==> config.mk <==
export PLATFORM = sky130hd
export DESIGN_NAME = rfps_fifo
export DESIGN_NICKNAME = d
export VERILOG_FILES = /design/src/rtl/core/rfps_pkg.sv /design/src/rtl/core/rfps_fifo.sv
export SDC_FILE = /design/constraint.sdc
export NUM_CORES = 1
export LEC_CHECK = 0
export BUFFER_PORTS_ARGS = -buffer_cell sky130_fd_sc_hd__buf_4
export CAP_MARGIN = 20
export CELL_PAD_IN_SITES_DETAIL_PLACEMENT = 2
export CELL_PAD_IN_SITES_GLOBAL_PLACEMENT = 2
export CORE_AREA = 4 4 116 118
export DETAILED_ROUTE_END_ITERATION = 8
export DIE_AREA = 0 0 120 122
export PLACE_DENSITY_LB_ADDON = 0.1
export RECOVER_POWER = 25
export SLEW_MARGIN = 25
export SYNTH_ARGS = -nofsm -noshare
export SYNTH_HDL_FRONTEND = slang
export SYNTH_SLANG_ARGS = --single-unit
==> constraint.sdc <==
create_clock -name clk_i -period 6.4 [get_ports clk_i]
set_clock_uncertainty 0.05 [all_clocks]
set_input_delay 0.64 -clock clk_i [delete_from_list [all_inputs] [get_ports clk_i]]
set_output_delay 0.64 -clock clk_i [all_outputs]
set_load 0.01 [all_outputs]
==> src/rtl/core/rfps_pkg.sv <==
`default_nettype none
package rfps_pkg;

  localparam int unsigned CFG_IDX_W   = 4;
  localparam int unsigned CFG_DATA_W  = 32;

  localparam logic [CFG_IDX_W-1:0] REG_REF_PRESSURE  = 4'd0;
  localparam logic [CFG_IDX_W-1:0] REG_LAUNCH_ACCEL  = 4'd1;
  localparam logic [CFG_IDX_W-1:0] REG_DROP_MARGIN   = 4'd2;
  localparam logic [CFG_IDX_W-1:0] REG_EJECT_SAMPLES = 4'd3;
  localparam logic [CFG_IDX_W-1:0] REG_DEPLOY_HOLD   = 4'd4;
  localparam logic [CFG_IDX_W-1:0] REG_IGNORE_WINDOW = 4'd5;
  localparam logic [CFG_IDX_W-1:0] REG_MAX_DESCENT   = 4'd6;
  localparam logic [CFG_IDX_W-1:0] REG_STABLE_MARGIN = 4'd7;

  localparam logic [2:0] PH_PRE     = 3'd0;
  localparam logic [2:0] PH_ASCENT  = 3'd1;
  localparam logic [2:0] PH_DEPLOY  = 3'd2;
  localparam logic [2:0] PH_DESCENT = 3'd3;
  localparam logic [2:0] PH_SHUT    = 3'd4;

  localparam longint ALT_SCALE_CM  = 64'sd4433000;
  localparam logic [17:0] RATIO_MAX_Q16 = 18'd131072;
  localparam logic [29:0] LANDING_MAG2  = 30'd1210000;
  localparam logic [7:0]  STEADY_NEEDED = 8'd3;

  // sample as it travels from the front end to the sequencer
  typedef struct packed {
    logic [31:0]        time_ms;
    logic signed [13:0] accel_x_mg;
    logic [16:0]        pressure_pa;
    logic               button_pressed;
    logic               mag_low;
  } entry_t;

  // log2 of a Q20 value, result in Q24; evaluated at elaboration only
  function automatic longint log2_q24(input longint unsigned v);
    int p;
    longint unsigned m;
    longint frac;
    p = 0;
    frac = 0;
    for (int j = 1; j < 64; j++) begin
      if ((v >> j) != 0) p = j;
    end
    m = (p <= 30) ? (v << (30 - p)) : (v >> (p - 30));
    for (int i = 0; i < 24; i++) begin
      m = (m * m) >> 30;
      frac = frac << 1;
      if (m >= (64'd2 << 30)) begin
        m = m >> 1;
        frac = frac | 1;
      end
    end
    return longint'(p - 20) * 64'sd16777216 + frac;
  endfunction

endpackage
`default_nettype wire

==> src/rtl/core/rfps_fifo.sv <==
`default_nettype none
module rfps_fifo (
  input  wire logic        clk_i,
  input  wire logic        rst_ni,
  input  wire logic        push_i,
  input  rfps_pkg::entry_t wdata_i,
  output logic             full_o,
  input  wire logic        pop_i,
  output rfps_pkg::entry_t rdata_o,
  output logic             empty_o
);

  rfps_pkg::entry_t mem_q [2];
  logic       wptr_q, rptr_q;
  logic [1:0] cnt_q;

  assign full_o  = (cnt_q == 2'd2);
  assign empty_o = (cnt_q == 2'd0);
  assign rdata_o = mem_q[rptr_q];

  always_ff @(posedge clk_i or negedge rst_ni) begin
    if (!rst_ni) begin
      wptr_q <= 1'b0;
      rptr_q <= 1'b0;
      cnt_q  <= 2'd0;
    end else begin
      if (push_i) wptr_q <= ~wptr_q;
      if (pop_i)  rptr_q <= ~rptr_q;
      cnt_q <= cnt_q + 2'(push_i) - 2'(pop_i);
    end
  end

  always_ff @(posedge clk_i) begin
    if (push_i) mem_q[wptr_q] <= wdata_i;
  end

  a_no_overflow: assert property (@(posedge clk_i) disable iff (!rst_ni)
    full_o |-> !push_i) else $error("push into full queue");
  a_no_underflow: assert property (@(posedge clk_i) disable iff (!rst_ni)
    empty_o |-> !pop_i) else $error("pop from empty queue");
  a_count_step: assert property (@(posedge clk_i) disable iff (!rst_ni)
    (push_i && !pop_i) |=> cnt_q == $past(cnt_q) + 2'd1) else $error("count slip");

endmodule
`default_nettype wire

# == After elaboration in Yosys (flattened, before gate mapping) ==
# Memories as Yosys holds them, arrays and structs flattened.
# Index checks and enable logic that the tools add are counted.
# word_totals
memories,1
output_inout_bits,67
reg_bits,4
ram_bits,130
wordCells,12
# op_classes
bitwise_logic,2
n_eq_ne,1
muxes,2
add_sub_neg,2
n_reduce_logical,1
# mem_list
name,words,word_bits,read_ports,rd_clocked_by_memory_dff,write_ports,line,text
mem_q,2,65,1,0,1,rfps_fifo.sv:13,rfps_pkg::entry_t mem_q [2];
# op_table
cell,count
$add 2x1->2,1
$eq 2x2->1 const B,1
$logic_not 2->1,1
$mux 1,2
$not 1->1,2
$sub 2x1->2,1

# == Depth between registers and ports, before layout ==
# logic_depth
word_depth,2
depth_mapped,5
mapped_depth_nobuf,5

# == Worst setup path before layout ==
# Ideal clock, no wire load.
# synth_timing
path_type,input-to-reg
startpoint,in push_i
endpoint,"mem mem_q[0][0] (netlist name), enable pin"
setup_slack_ns,2.357
arrival_ns,3.497
t_required_ns,5.854
cell_stages,1
path_cell_list,nor2b_1
# synth_between
elab_chain_len,2
# synth_rtl
element,line,text
start: declaration,rfps_fifo.sv:5,"input wire logic push_i,"
$mux 1,rfps_fifo.sv:34,if (push_i) mem_q[wptr_q] <= wdata_i;
$mux 1 (implied by the code),rfps_fifo.sv:34,
end: declaration,rfps_fifo.sv:13,
# Every way passes these cells.

==> reports/results.tsv <==
metric	value	unit
syn_nets	288	
critical_path.top_delay_family	flip-flops	
clockRootBuffer	clkbuf_16	
fmax	0.363	GHz
synth_warnings	0	
setup_ws	3640	ps
io_pins	136	
ys_seq_elements	134	
p_total	3130	uW
fp.dieH	122	um
grt_pass1_wl	16400	um
start_kind	flop	
grt_use_total	15.7	%
arrival	2070	ps
num_antenna_cells	0	
areaGrowthSynthToFinish	34.7	%
r2r_slack	4260	ps
tns	0	ps
max-clock-path-buffers	2	
final_common_cell	edfxtp_1	
synth_seq_area_share	79.3	%
cts_sinks	134	
final_hold_viol_count	0	
ir_drop	0.248	mV
start_util	40.5	%
path_cells	buf_16, mux2_2, buf_4	
layout_common_cells	edfxtp_1 (130), buf_4 (92), mux2_4 (40), clkbuf_4 (31), mux2_2 (25)	
avgSynthCellArea	23.3	um2
setup_viol_count_final	0	
grt_pass1_vias	2886	
drive_above_1_share	57.3	%
post-place-ws	3730	ps
h-tree-depth	4	
hpwl	7230	um
grt_overflow	0	
hold_depth	1	
synth.cell_area	5050	um2
cts_buffers	17	
leakage	0.00265	uW
synthCells	217	
slowest_delay	790	ps
vias	2542	
numPortBuffers	135	
hold_end	mem_q[0][60]	
wl_per_cell	20.0	um
grt_max_degree	38	
post-route-util	54.5	%
wirelength	11100	um
endpoint_kind	output port	
coreArea	12500	um2
finalCritPeriodShare	43.1	%
required	5710	ps
post-route-min-period	2760	ps
row_count	41	
grt_setup_unrepaired	no	
worst_slew_pin_slew	837	ps
fin_nets	440	
fillCellCount	1108	
antenna_found_initial	0	
p_per_area	460	nW/um2
ant_nets	0	
slowest_stage	dfrtp_4	
worstRegToRegCells	2	
worst-setup-path-type	flop to output port	
status	finished, final reports clean	
post-route-drc-count	0	
r2r-end	mem_q[1][52]	
die_w	120	um
worst_skew_pair.late_latency	420	ps
postCtsResizedCells	0	
cts_tree	built	
synth_cell_types	13	
die_area	14600	um2
gp_congestion	0.702	
r2r_start	wptr_q	
worstHoldStart	wdata_i[60]	
cp_max_fo	37	
drt_iter0_markers	161	
routed_via_density	4.59	
clkTransAtPathRegs	50	ps
first_pass_iters	4	
min_path_type	primary input to flop	
worst-path-buf-inv	2	
slew_violations	0	
drv_cap	0	
relSlewSlack	44.2	%
## sequential cells by signal, summed over array words and instances (netlist names)
name    flops
rptr_q      1
wptr_q      1
cnt_q       2
mem_q     130
## layout make-up
type                       instances  area [um2]  share of cell area, %
clock buffer                      20         437                   6.42
clock inverter                    12         111                   1.64
inverter                           2        7.51                  0.110
multi-input combinational         74         980                   14.4
sequential                       134        4010                   58.9
tap                              172         215                   3.17
timing repair buffer             140        1040                   15.3
## report_power, final
part           switching, uW  internal [uW]
Combinational            411            536
Clock                    347            564
Sequential              99.5           1170
## synthesized netlist by cell type
master    number  share of area (%)
and2_1         1               0.12
buf_2          2               0.20
buf_6          5                1.1
dfrtp_1        4                2.0
edfxtp_1     130                 77
ha_1           2               0.50
inv_1          2               0.15
mux2_2        25                5.6
mux2_4        40                 12
nor2_1         1              0.074
nor2b_1        2               0.25
xor2_1         2               0.35
xor3_1         1               0.47
## worst register-to-register path, stage by stage (launching register included)
cell,delay (ps)
dfrtp_1,420
and2_2,720
buf_4,580
## worst max path at each step
stage / startpoint / end / cells past startpoint
2_1_floorplan: push_i / mem_q[0][0] / 1
3_3_place_gp: push_i / mem_q[0][59] / 3
3_5_place_dp: push_i / mem_q[0][56] / 3
4_1_cts: rptr_q / rdata_o[9] / 3
5_1_grt: rptr_q / rdata_o[8] / 3
6_report: rptr_q / rdata_o[3] / 3
## logic make-up after synthesis
family	count (synthesis)	share of synthesized area, %
xor+xnor	3	0.818
fa+ha+maj	2	0.496
buf+inv	9	1.46
flops	134	79.3
mux	65	17.5
simple gates	4	0.446
## routing by layer
| layer | share of wire [%] | vias to the layer above | global-route usage (%) |
|---|---|---|---|
| li1 | - | 1165 | - |
| met1 | 38 | 1271 | 17.0 |
| met2 | 53 | 91 | 26.4 |
| met3 | 7.4 | 15 | 7.43 |
| met4 | 1.4 | 0 | 6.87 |
| met5 | 0 | - | 0 |
## what timing repair did
action	in CTS	in global routing
buffers inserted	0	0
hold buffers	1	0
hold endpoints to repair	4	0
## per-stage QoR
stage,hold WS [ps],instance area [um2],cells
after detailed placement,391,6270,520
after global placement,390,6240,519
final,358,6800,554
after floorplan,294,5050,217
after CTS,327,6820,553
after global routing,333,6800,554
(Power assumes the default switching activity.)
