File: config.mk
export PLATFORM = sky130hd
export DESIGN_NAME = rfps_front_flat
export DESIGN_NICKNAME = d
export VERILOG_FILES = /design/src/rtl/core/rfps_pkg.sv /design/src/rtl/core/rfps_if.sv /design/src/rtl/core/rfps_front.sv /design/src/flat_wrapper.sv
export SDC_FILE = /design/constraint.sdc
export NUM_CORES = 1
export LEC_CHECK = 0
export BUFFER_PORTS_ARGS = -buffer_cell sky130_fd_sc_hd__buf_2
export CORE_MARGIN = 1
export CORE_UTILIZATION = 65
export CTS_CLUSTER_DIAMETER = 150
export CTS_CLUSTER_SIZE = 16
export DETAILED_ROUTE_END_ITERATION = 7
export HOLD_SLACK_MARGIN = 0.05
export PLACE_DENSITY = 0.85
export SLEW_MARGIN = 30
export SYNTH_ARGS = -nofsm -noshare
export SYNTH_HDL_FRONTEND = slang
export SYNTH_SLANG_ARGS = --single-unit
File: constraint.sdc
create_clock -name clk_i -period 22.3 [get_ports clk_i]
set_clock_uncertainty 0.05 [all_clocks]
set_input_delay 0 -clock clk_i [delete_from_list [all_inputs] [get_ports clk_i]]
set_output_delay 0 -clock clk_i [all_outputs]
set_load 0.02 [all_outputs]
File: src/rtl/core/rfps_pkg.sv
`default_nettype none
package rfps_pkg;

  localparam int unsigned CFG_IDX_W   = 4;
  localparam int unsigned CFG_DATA_W  = 32;

  localparam logic [CFG_IDX_W-1:0] REG_REF_PRESSURE  = 4'd0;
  localparam logic [CFG_IDX_W-1:0] REG_LAUNCH_ACCEL  = 4'd1;
  localparam logic [CFG_IDX_W-1:0] REG_DROP_MARGIN   = 4'd2;
  localparam logic [CFG_IDX_W-1:0] REG_EJECT_SAMPLES = 4'd3;
  localparam logic [CFG_IDX_W-1:0] REG_DEPLOY_HOLD   = 4'd4;
  localparam logic [CFG_IDX_W-1:0] REG_IGNORE_WINDOW = 4'd5;
  localparam logic [CFG_IDX_W-1:0] REG_MAX_DESCENT   = 4'd6;
  localparam logic [CFG_IDX_W-1:0] REG_STABLE_MARGIN = 4'd7;

  localparam logic [2:0] PH_PRE     = 3'd0;
  localparam logic [2:0] PH_ASCENT  = 3'd1;
  localparam logic [2:0] PH_DEPLOY  = 3'd2;
  localparam logic [2:0] PH_DESCENT = 3'd3;
  localparam logic [2:0] PH_SHUT    = 3'd4;

  localparam longint ALT_SCALE_CM  = 64'sd4433000;
  localparam logic [17:0] RATIO_MAX_Q16 = 18'd131072;
  localparam logic [29:0] LANDING_MAG2  = 30'd1210000;
  localparam logic [7:0]  STEADY_NEEDED = 8'd3;

  // sample as it travels from the front end to the sequencer
  typedef struct packed {
    logic [31:0]        time_ms;
    logic signed [13:0] accel_x_mg;
    logic [16:0]        pressure_pa;
    logic               button_pressed;
    logic               mag_low;
  } entry_t;

  // log2 of a Q20 value, result in Q24; evaluated at elaboration only
  function automatic longint log2_q24(input longint unsigned v);
    int p;
    longint unsigned m;
    longint frac;
    p = 0;
    frac = 0;
    for (int j = 1; j < 64; j++) begin
      if ((v >> j) != 0) p = j;
    end
    m = (p <= 30) ? (v << (30 - p)) : (v >> (p - 30));
    for (int i = 0; i < 24; i++) begin
      m = (m * m) >> 30;
      frac = frac << 1;
      if (m >= (64'd2 << 30)) begin
        m = m >> 1;
        frac = frac | 1;
      end
    end
    return longint'(p - 20) * 64'sd16777216 + frac;
  endfunction

endpackage
`default_nettype wire

File: src/rtl/core/rfps_if.sv
`default_nettype none
interface rfps_sample_if;
  logic               valid;
  logic               ready;
  logic [31:0]        time_ms;
  logic signed [13:0] accel_x_mg;
  logic signed [13:0] accel_y_mg;
  logic signed [13:0] accel_z_mg;
  logic [16:0]        pressure_pa;
  logic               button_pressed;
  modport source (output valid, time_ms, accel_x_mg, accel_y_mg, accel_z_mg,
                  pressure_pa, button_pressed, input ready);
  modport sink (input valid, time_ms, accel_x_mg, accel_y_mg, accel_z_mg,
                pressure_pa, button_pressed, output ready);
endinterface

`default_nettype wire

File: src/rtl/core/rfps_front.sv
`default_nettype none
module rfps_front (
  input  wire logic          clk_i,
  input  wire logic          rst_ni,
  rfps_sample_if.sink        smp_i,
  output rfps_pkg::entry_t   entry_o,
  output logic               push_o,
  input  wire logic          full_i
);

  logic               valid_q;
  logic [31:0]        time_q;
  logic signed [13:0] ax_q, ay_q, az_q;
  logic [16:0]        pres_q;
  logic               btn_q;
  logic [27:0]        sx, sy, sz;
  logic [29:0]        mag2;

  assign push_o    = valid_q && !full_i;
  assign smp_i.ready = !valid_q || !full_i;

  always_ff @(posedge clk_i or negedge rst_ni) begin
    if (!rst_ni) begin
      valid_q <= 1'b0;
    end else if (smp_i.ready) begin
      valid_q <= smp_i.valid;
    end
  end

  always_ff @(posedge clk_i) begin
    if (smp_i.valid && smp_i.ready) begin
      time_q <= smp_i.time_ms;
      ax_q   <= smp_i.accel_x_mg;
      ay_q   <= smp_i.accel_y_mg;
      az_q   <= smp_i.accel_z_mg;
      pres_q <= smp_i.pressure_pa;
      btn_q  <= smp_i.button_pressed;
    end
  end

  // squares are non-negative, so the signed products fit unsigned 28 bits
  always_comb begin
    sx   = 28'(ax_q * ax_q);
    sy   = 28'(ay_q * ay_q);
    sz   = 28'(az_q * az_q);
    mag2 = 30'(sx) + 30'(sy) + 30'(sz);
    entry_o.time_ms        = time_q;
    entry_o.accel_x_mg     = ax_q;
    entry_o.pressure_pa    = pres_q;
    entry_o.button_pressed = btn_q;
    entry_o.mag_low        = (mag2 < rfps_pkg::LANDING_MAG2);
  end

endmodule
`default_nettype wire

File: src/flat_wrapper.sv
// flat-port wrapper written by rule: the top's interface ports become plain ports
module rfps_front_flat 
  (clk_i, rst_ni, entry_o, push_o, full_i, smp_i_valid, smp_i_time_ms, smp_i_accel_x_mg, smp_i_accel_y_mg, smp_i_accel_z_mg, smp_i_pressure_pa, smp_i_button_pressed, smp_i_ready);
  rfps_sample_if smp_i_i ();
  input  wire logic clk_i;
  input  wire logic rst_ni;
  output rfps_pkg::entry_t entry_o;
  output logic push_o;
  input  wire logic full_i;
  input wire logic [$bits(smp_i_i.valid)-1:0] smp_i_valid;
  input wire logic [$bits(smp_i_i.time_ms)-1:0] smp_i_time_ms;
  input wire logic [$bits(smp_i_i.accel_x_mg)-1:0] smp_i_accel_x_mg;
  input wire logic [$bits(smp_i_i.accel_y_mg)-1:0] smp_i_accel_y_mg;
  input wire logic [$bits(smp_i_i.accel_z_mg)-1:0] smp_i_accel_z_mg;
  input wire logic [$bits(smp_i_i.pressure_pa)-1:0] smp_i_pressure_pa;
  input wire logic [$bits(smp_i_i.button_pressed)-1:0] smp_i_button_pressed;
  output wire logic [$bits(smp_i_i.ready)-1:0] smp_i_ready;
  assign smp_i_i.valid = smp_i_valid;
  assign smp_i_i.time_ms = smp_i_time_ms;
  assign smp_i_i.accel_x_mg = smp_i_accel_x_mg;
  assign smp_i_i.accel_y_mg = smp_i_accel_y_mg;
  assign smp_i_i.accel_z_mg = smp_i_accel_z_mg;
  assign smp_i_i.pressure_pa = smp_i_pressure_pa;
  assign smp_i_i.button_pressed = smp_i_button_pressed;
  assign smp_i_ready = smp_i_i.ready;
  rfps_front u_core (.clk_i(clk_i), .rst_ni(rst_ni), .smp_i(smp_i_i), .entry_o(entry_o), .push_o(push_o), .full_i(full_i));
endmodule
# Yosys cells after proc, flatten, opt, wreduce, memory -nomap -nowiden
# Index checks and enable logic that the tools add are counted.
word_totals:
  input_bits: 96
  elab_cells: 18
  reg_bits: 93
  output_inout_bits: 67
op_classes:
  n_reduce_logical: 5
  mul: 3
  addsub: 2
  order_cmp: 1
ops:
  columns: ["operator", "count"]
  rows:
  - ["14-bit by 14-bit multiplier with 28-bit output", 3]
  - ["30-bit by 28-bit adder with 30-bit output", 1]
  - ["30-bit by 21-bit less-than comparator with 1-bit output, second input constant", 1]
  - ["28-bit by 28-bit adder with 29-bit output", 1]
  - ["1-bit logical AND", 2]
  - ["1-bit zero test", 2]
  - ["1-bit logical OR", 1]

# Longest topological paths before layout
depth:
  word_depth: 4
  mapped_depth: 42
  ltp_nobuf: 41

# Worst setup path before layout
# OpenSTA, ideal clock, no wires.
synth_path:
  path_type: "reg2out"
  startpoint: "register u_core.ay_q[4]"
  endpoint: "output port entry_o[0] in the netlist's numbering"
  path_slack_ns: 13.698
  path_stages_with_launch: 38
  arrival_ns: 8.552
  required_ns: 22.250
  path_buffers: 1
  cell_sequence: "edfxtp_1 > clkbuf_1 > nand2_1 > fa_1 > inv_1 > fa_1 > fa_1 > inv_1 > fa_1 > inv_1 > fa_1 > inv_1 > fa_1 > inv_1 > ha_1 > o21a_1 > o21ai_0 > o31a_1 > [... 2 more ...] > o31a_1 > o21ai_1 > nand2_1 > xnor2_1 > ha_1 > nand4_1 > o311a_1 > o21ai_0 > a21oi_1 > xnor2_1 > ha_1 > nor4_1 > o2111ai_1 > a31oi_1 > o21ai_0 > a41oi_1 > nand4b_1 > nor4_2"
synth_lines:
  columns: ["item", "line_no", "text"]
  rows:
  - ["start: declaration", "rfps_front.sv:13", "logic signed [13:0] ax_q, ay_q, az_q;"]
  - ["start signal: assignment", "rfps_front.sv:34", "ay_q <= smp_i.accel_y_mg;"]
  - ["end: declaration", "flat_wrapper.sv:7", "output rfps_pkg::entry_t entry_o;"]

==> results.md <==
- The run finished with clean final reports.
- The synthesized design contains roughly 90 enable-type register cells.
- The number of antenna diodes in the final layout is 0.
- In the final routed layout, each cell accounts on average for approximately 18 um.
- The floorplan step defined a die boundary enclosing slightly below 40,000 um2.
- The number of different library cells in the post-synthesis netlist is 72.
- The cell row count is just over 70.
- The worst pin sits at a relative slew slack of 0.3463.
- The maximum fanout count along the critical path is 15.
- The number of global-route vias before repair was about 21k.
- The met1 track utilization from global routing is 0.3786.
- In this design, the stage delay of the slowest critical-path cell is ~0.73 ns.
- The number of buffers and inverters on the critical path is 8.
- TritonCTS built the clock tree.
- Counting every sink on the clock net gives 93.
- The number of instances in the synthesized netlist is around 2.6k.
- The initial antenna violation count is 0.
- STA puts the critical path data required time at 22.25 ns.
- After global routing, the most crowded layer is met2.
- The first routing iteration left 1,220 violations.
- The share of layout cells above drive strength 1 is 0.07613.
- The worst min-delay path category is input pin to register.
- The worst setup path is of the register to output pin kind.
- The cell depth of the worst min-delay path is 2.
- The die height is approximately 200 um.
- The total iterations of the first detailed-routing run is 5.
- Leaving out fill and tap cells, the most frequent cell in the layout is inv_1.
- The max-slew violation count is 0.
- The async set-or-reset flop fraction in the synthesized netlist is 0.01075.
- After clock tree synthesis, the clock-pin slew on the worst setup and hold paths is ~0.09 ns.
- The largest individual stage delay along the critical path comes from the cell edfxtp_1.
- The longest clock path from root to sink contains 2 buffers.
- The final estimated routing congestion in global placement is 0.9481.
- In this run the remaining antenna-violating nets after routing total 0.
- Counting every net in the synthesized netlist gives 3,445.
- The met2 track utilization from global routing is 0.5789.
- The maximum number of pins on one net before global-route repair is 57.
- Clock tree synthesis inserted a total of 9 buffers.
- The dominant register cell in the synthesized netlist is edfxtp_1.
- The all-layer global routing usage is 0.3218.
- Max-cap violations in this run came to 0.
- Data arrives at the worst endpoint at 9.76 ns.
- The depth of the worst register-to-register path is 3.
- The area share of the leading cell type in the synthesized netlist is 0.4204.
- The root buffer cell chosen for the clock tree is clkbuf_16.
- The post-route clock period utilization is 0.4398.
- The routed design could run at a clock period as short as around 10 ns.
- Setup repair after global routing left no endpoint under its margin.
- Setup violations remaining at the end of the flow were counted as 0.
- The final routed DRC violation total is 0.
- The total stage count of the critical path is 36.
- Summed over all layers, the global routing overflow is 0.
- Buffers placed on the I/O ports in this run total around 160.
- The clock tree synthesis step divided the H-tree into 3 levels.
- The layout net count is between 3k and 4k.
- The wire length after detailed routing is about 59,000 um.
- The via total after detailed routing is around 19k.
- The gate family responsible for the most delay along the worst path is adder cells.
- The largest total area in the synthesized netlist belongs to fa_1.
- The count of boundary I/O pins is between 150 and 200.
- The register area share after synthesis is 0.1103.
- The met3 track demand over resource is 0.05519.
- Clock latency on the worst-skew pair, taken at its later pin, is about 0.4 ns.
- The cell area after synthesis is 25,280 um2.
- Of the total synthesized cell area, the portion taken by XOR and XNOR cells is 0.04711.
- The final worst hold slack is around 0.25 ns.
- Synthesis inferred slightly above 90 register bits.
- The dominant combinational cell family by area after synthesis is adder cells.
- The placeable core area is 37,930 um2.
- The critical path startpoint category is a register.
- Of the total synthesized cell area, the portion taken by full adders, half adders and majority gates is 0.5432.
- The Yosys step of the flow raised 0 warnings.
- The starting density of the core is 0.6666.
- By area the synthesized netlist is led by fa_1 42%, ha_1 12%, edfxtp_1 11%.
- The compound-gate portion of the synthesized area is 0.07581.
- The top cell types in the final layout, fill and taps aside, are 644 x inv_1, 531 x fa_1, 248 x ha_1, 166 x nand2_1, 162 x buf_2.
- In this run the horizontal extent of the chip is around 200 um.
- For the pin with the worst max-slew slack, the measured transition is between 0.9 and 1 ns.
- Derived from the worst setup path, the maximum achievable clock frequency is approximately 100 MHz.
- The endpoint class of the critical path is an output pin.
- The portion of netlist area occupied by mux cells is 0.004305.
- The post-CTS repair timing setup buffer count is 0.
- The first global-routing pass estimated between 90,000 and 100,000 um of wire.
- The mean instance size in the synthesized netlist is 9.838 um2.
- The number of endpoints with negative hold slack in the final report is 0.
- Using the TritonRoute via totals, the vias-per-cell ratio works out to around 5.6.
- Compared with the post-synthesis result, the final layout area differs by 10.07%.
- The most prevalent standard cell on the critical path is inv_1.
- After legalization and detailed placement, the total HPWL measured 46,370 um.
- For the final routed database, the setup TNS stands at 0 ns.
- The simple-gate share of the synthesized area is 0.1159.
==> metal layers <==
layer  vias to the layer above  wire length (um)
met5                         -                 0
met4                         0              2620
met3                       199              3838
met2                       780             30890
met1                      9280             22020
li1                       8391                 -
==> worst paths after layout <==
kind / slack (ns) / endpoint / startpoint
min in group asynchronous: 0.41 / u_core.valid_q / rst_ni
worst min-delay path: 0.25 / u_core.ay_q[2] / smp_i_accel_y_mg[2]
worst max register to register: 19.99 / u_core.ax_q[4] / u_core.valid_q
worst min register to register: 1.04 / u_core.pres_q[1] / u_core.valid_q
max in group asynchronous: 21.69 / u_core.valid_q / rst_ni
worst max-delay path: 12.49 / entry_o[0] / u_core.ay_q[2]
==> through the flow <==
step | setup WS [ns] | instance area [um2] | cells | utilization
final | 12.49 | 27830 | 3309 | 0.7337
after floorplan | 13.70 | 25280 | 2570 | -
after CTS | 12.48 | 27830 | 3309 | 0.7337
after global routing | 11.75 | 27830 | 3309 | 0.7337
after detailed placement | 12.96 | 26560 | 3197 | 0.7003
after global placement | 13.23 | 26560 | 3197 | 0.7003
==> what timing repair did <==
| action | in CTS | in global routing |
|---|---|---|
| hold buffers | 96 | 0 |
| hold endpoints to repair | 94 | 0 |
| gates resized for setup | 0 | 0 |
==> flip-flops by register name (all words and copies together) (netlist names) <==
signal          flops
u_core.ax_q        14
u_core.ay_q        14
u_core.az_q        14
u_core.btn_q        1
u_core.pres_q      17
u_core.time_q      32
u_core.valid_q      1
==> synth_stat cells, drive strengths merged, types with 18 or more instances <==
master	number
a21o	40
a21oi	80
and2	145
and3	18
clkbuf	46
edfxtp	92
fa	531
ha	248
inv	644
nand2	166
nand2b	26
nand3	27
nor2	81
nor2b	36
nor3	22
o21a	20
o21ai	43
xnor2	106
xor2	30
==> kinds of logic after synthesis <==
kind of cell / Yosys count
adders and majority gates: 779
buffers and inverters: 693
and+or+nand+nor: 570
AOI/OAI and AO/OA: 287
xor gates and xnor gates: 136
DFF: 93
muxes: 10
other: 2
==> cell type report <==
type	instances	area (um2)
inverter	645	2421
fill	2549	10100
clock inverter	7	80.08
timing repair buffer	260	1787
clock buffer	9	225.2
sequential	93	2788
tap	511	639.4
multi-input combinational	1784	19890
Power is left out: the tool's default activity adds up to more than one toggle a clock period on the data nets, which glitch-free logic cannot reach.
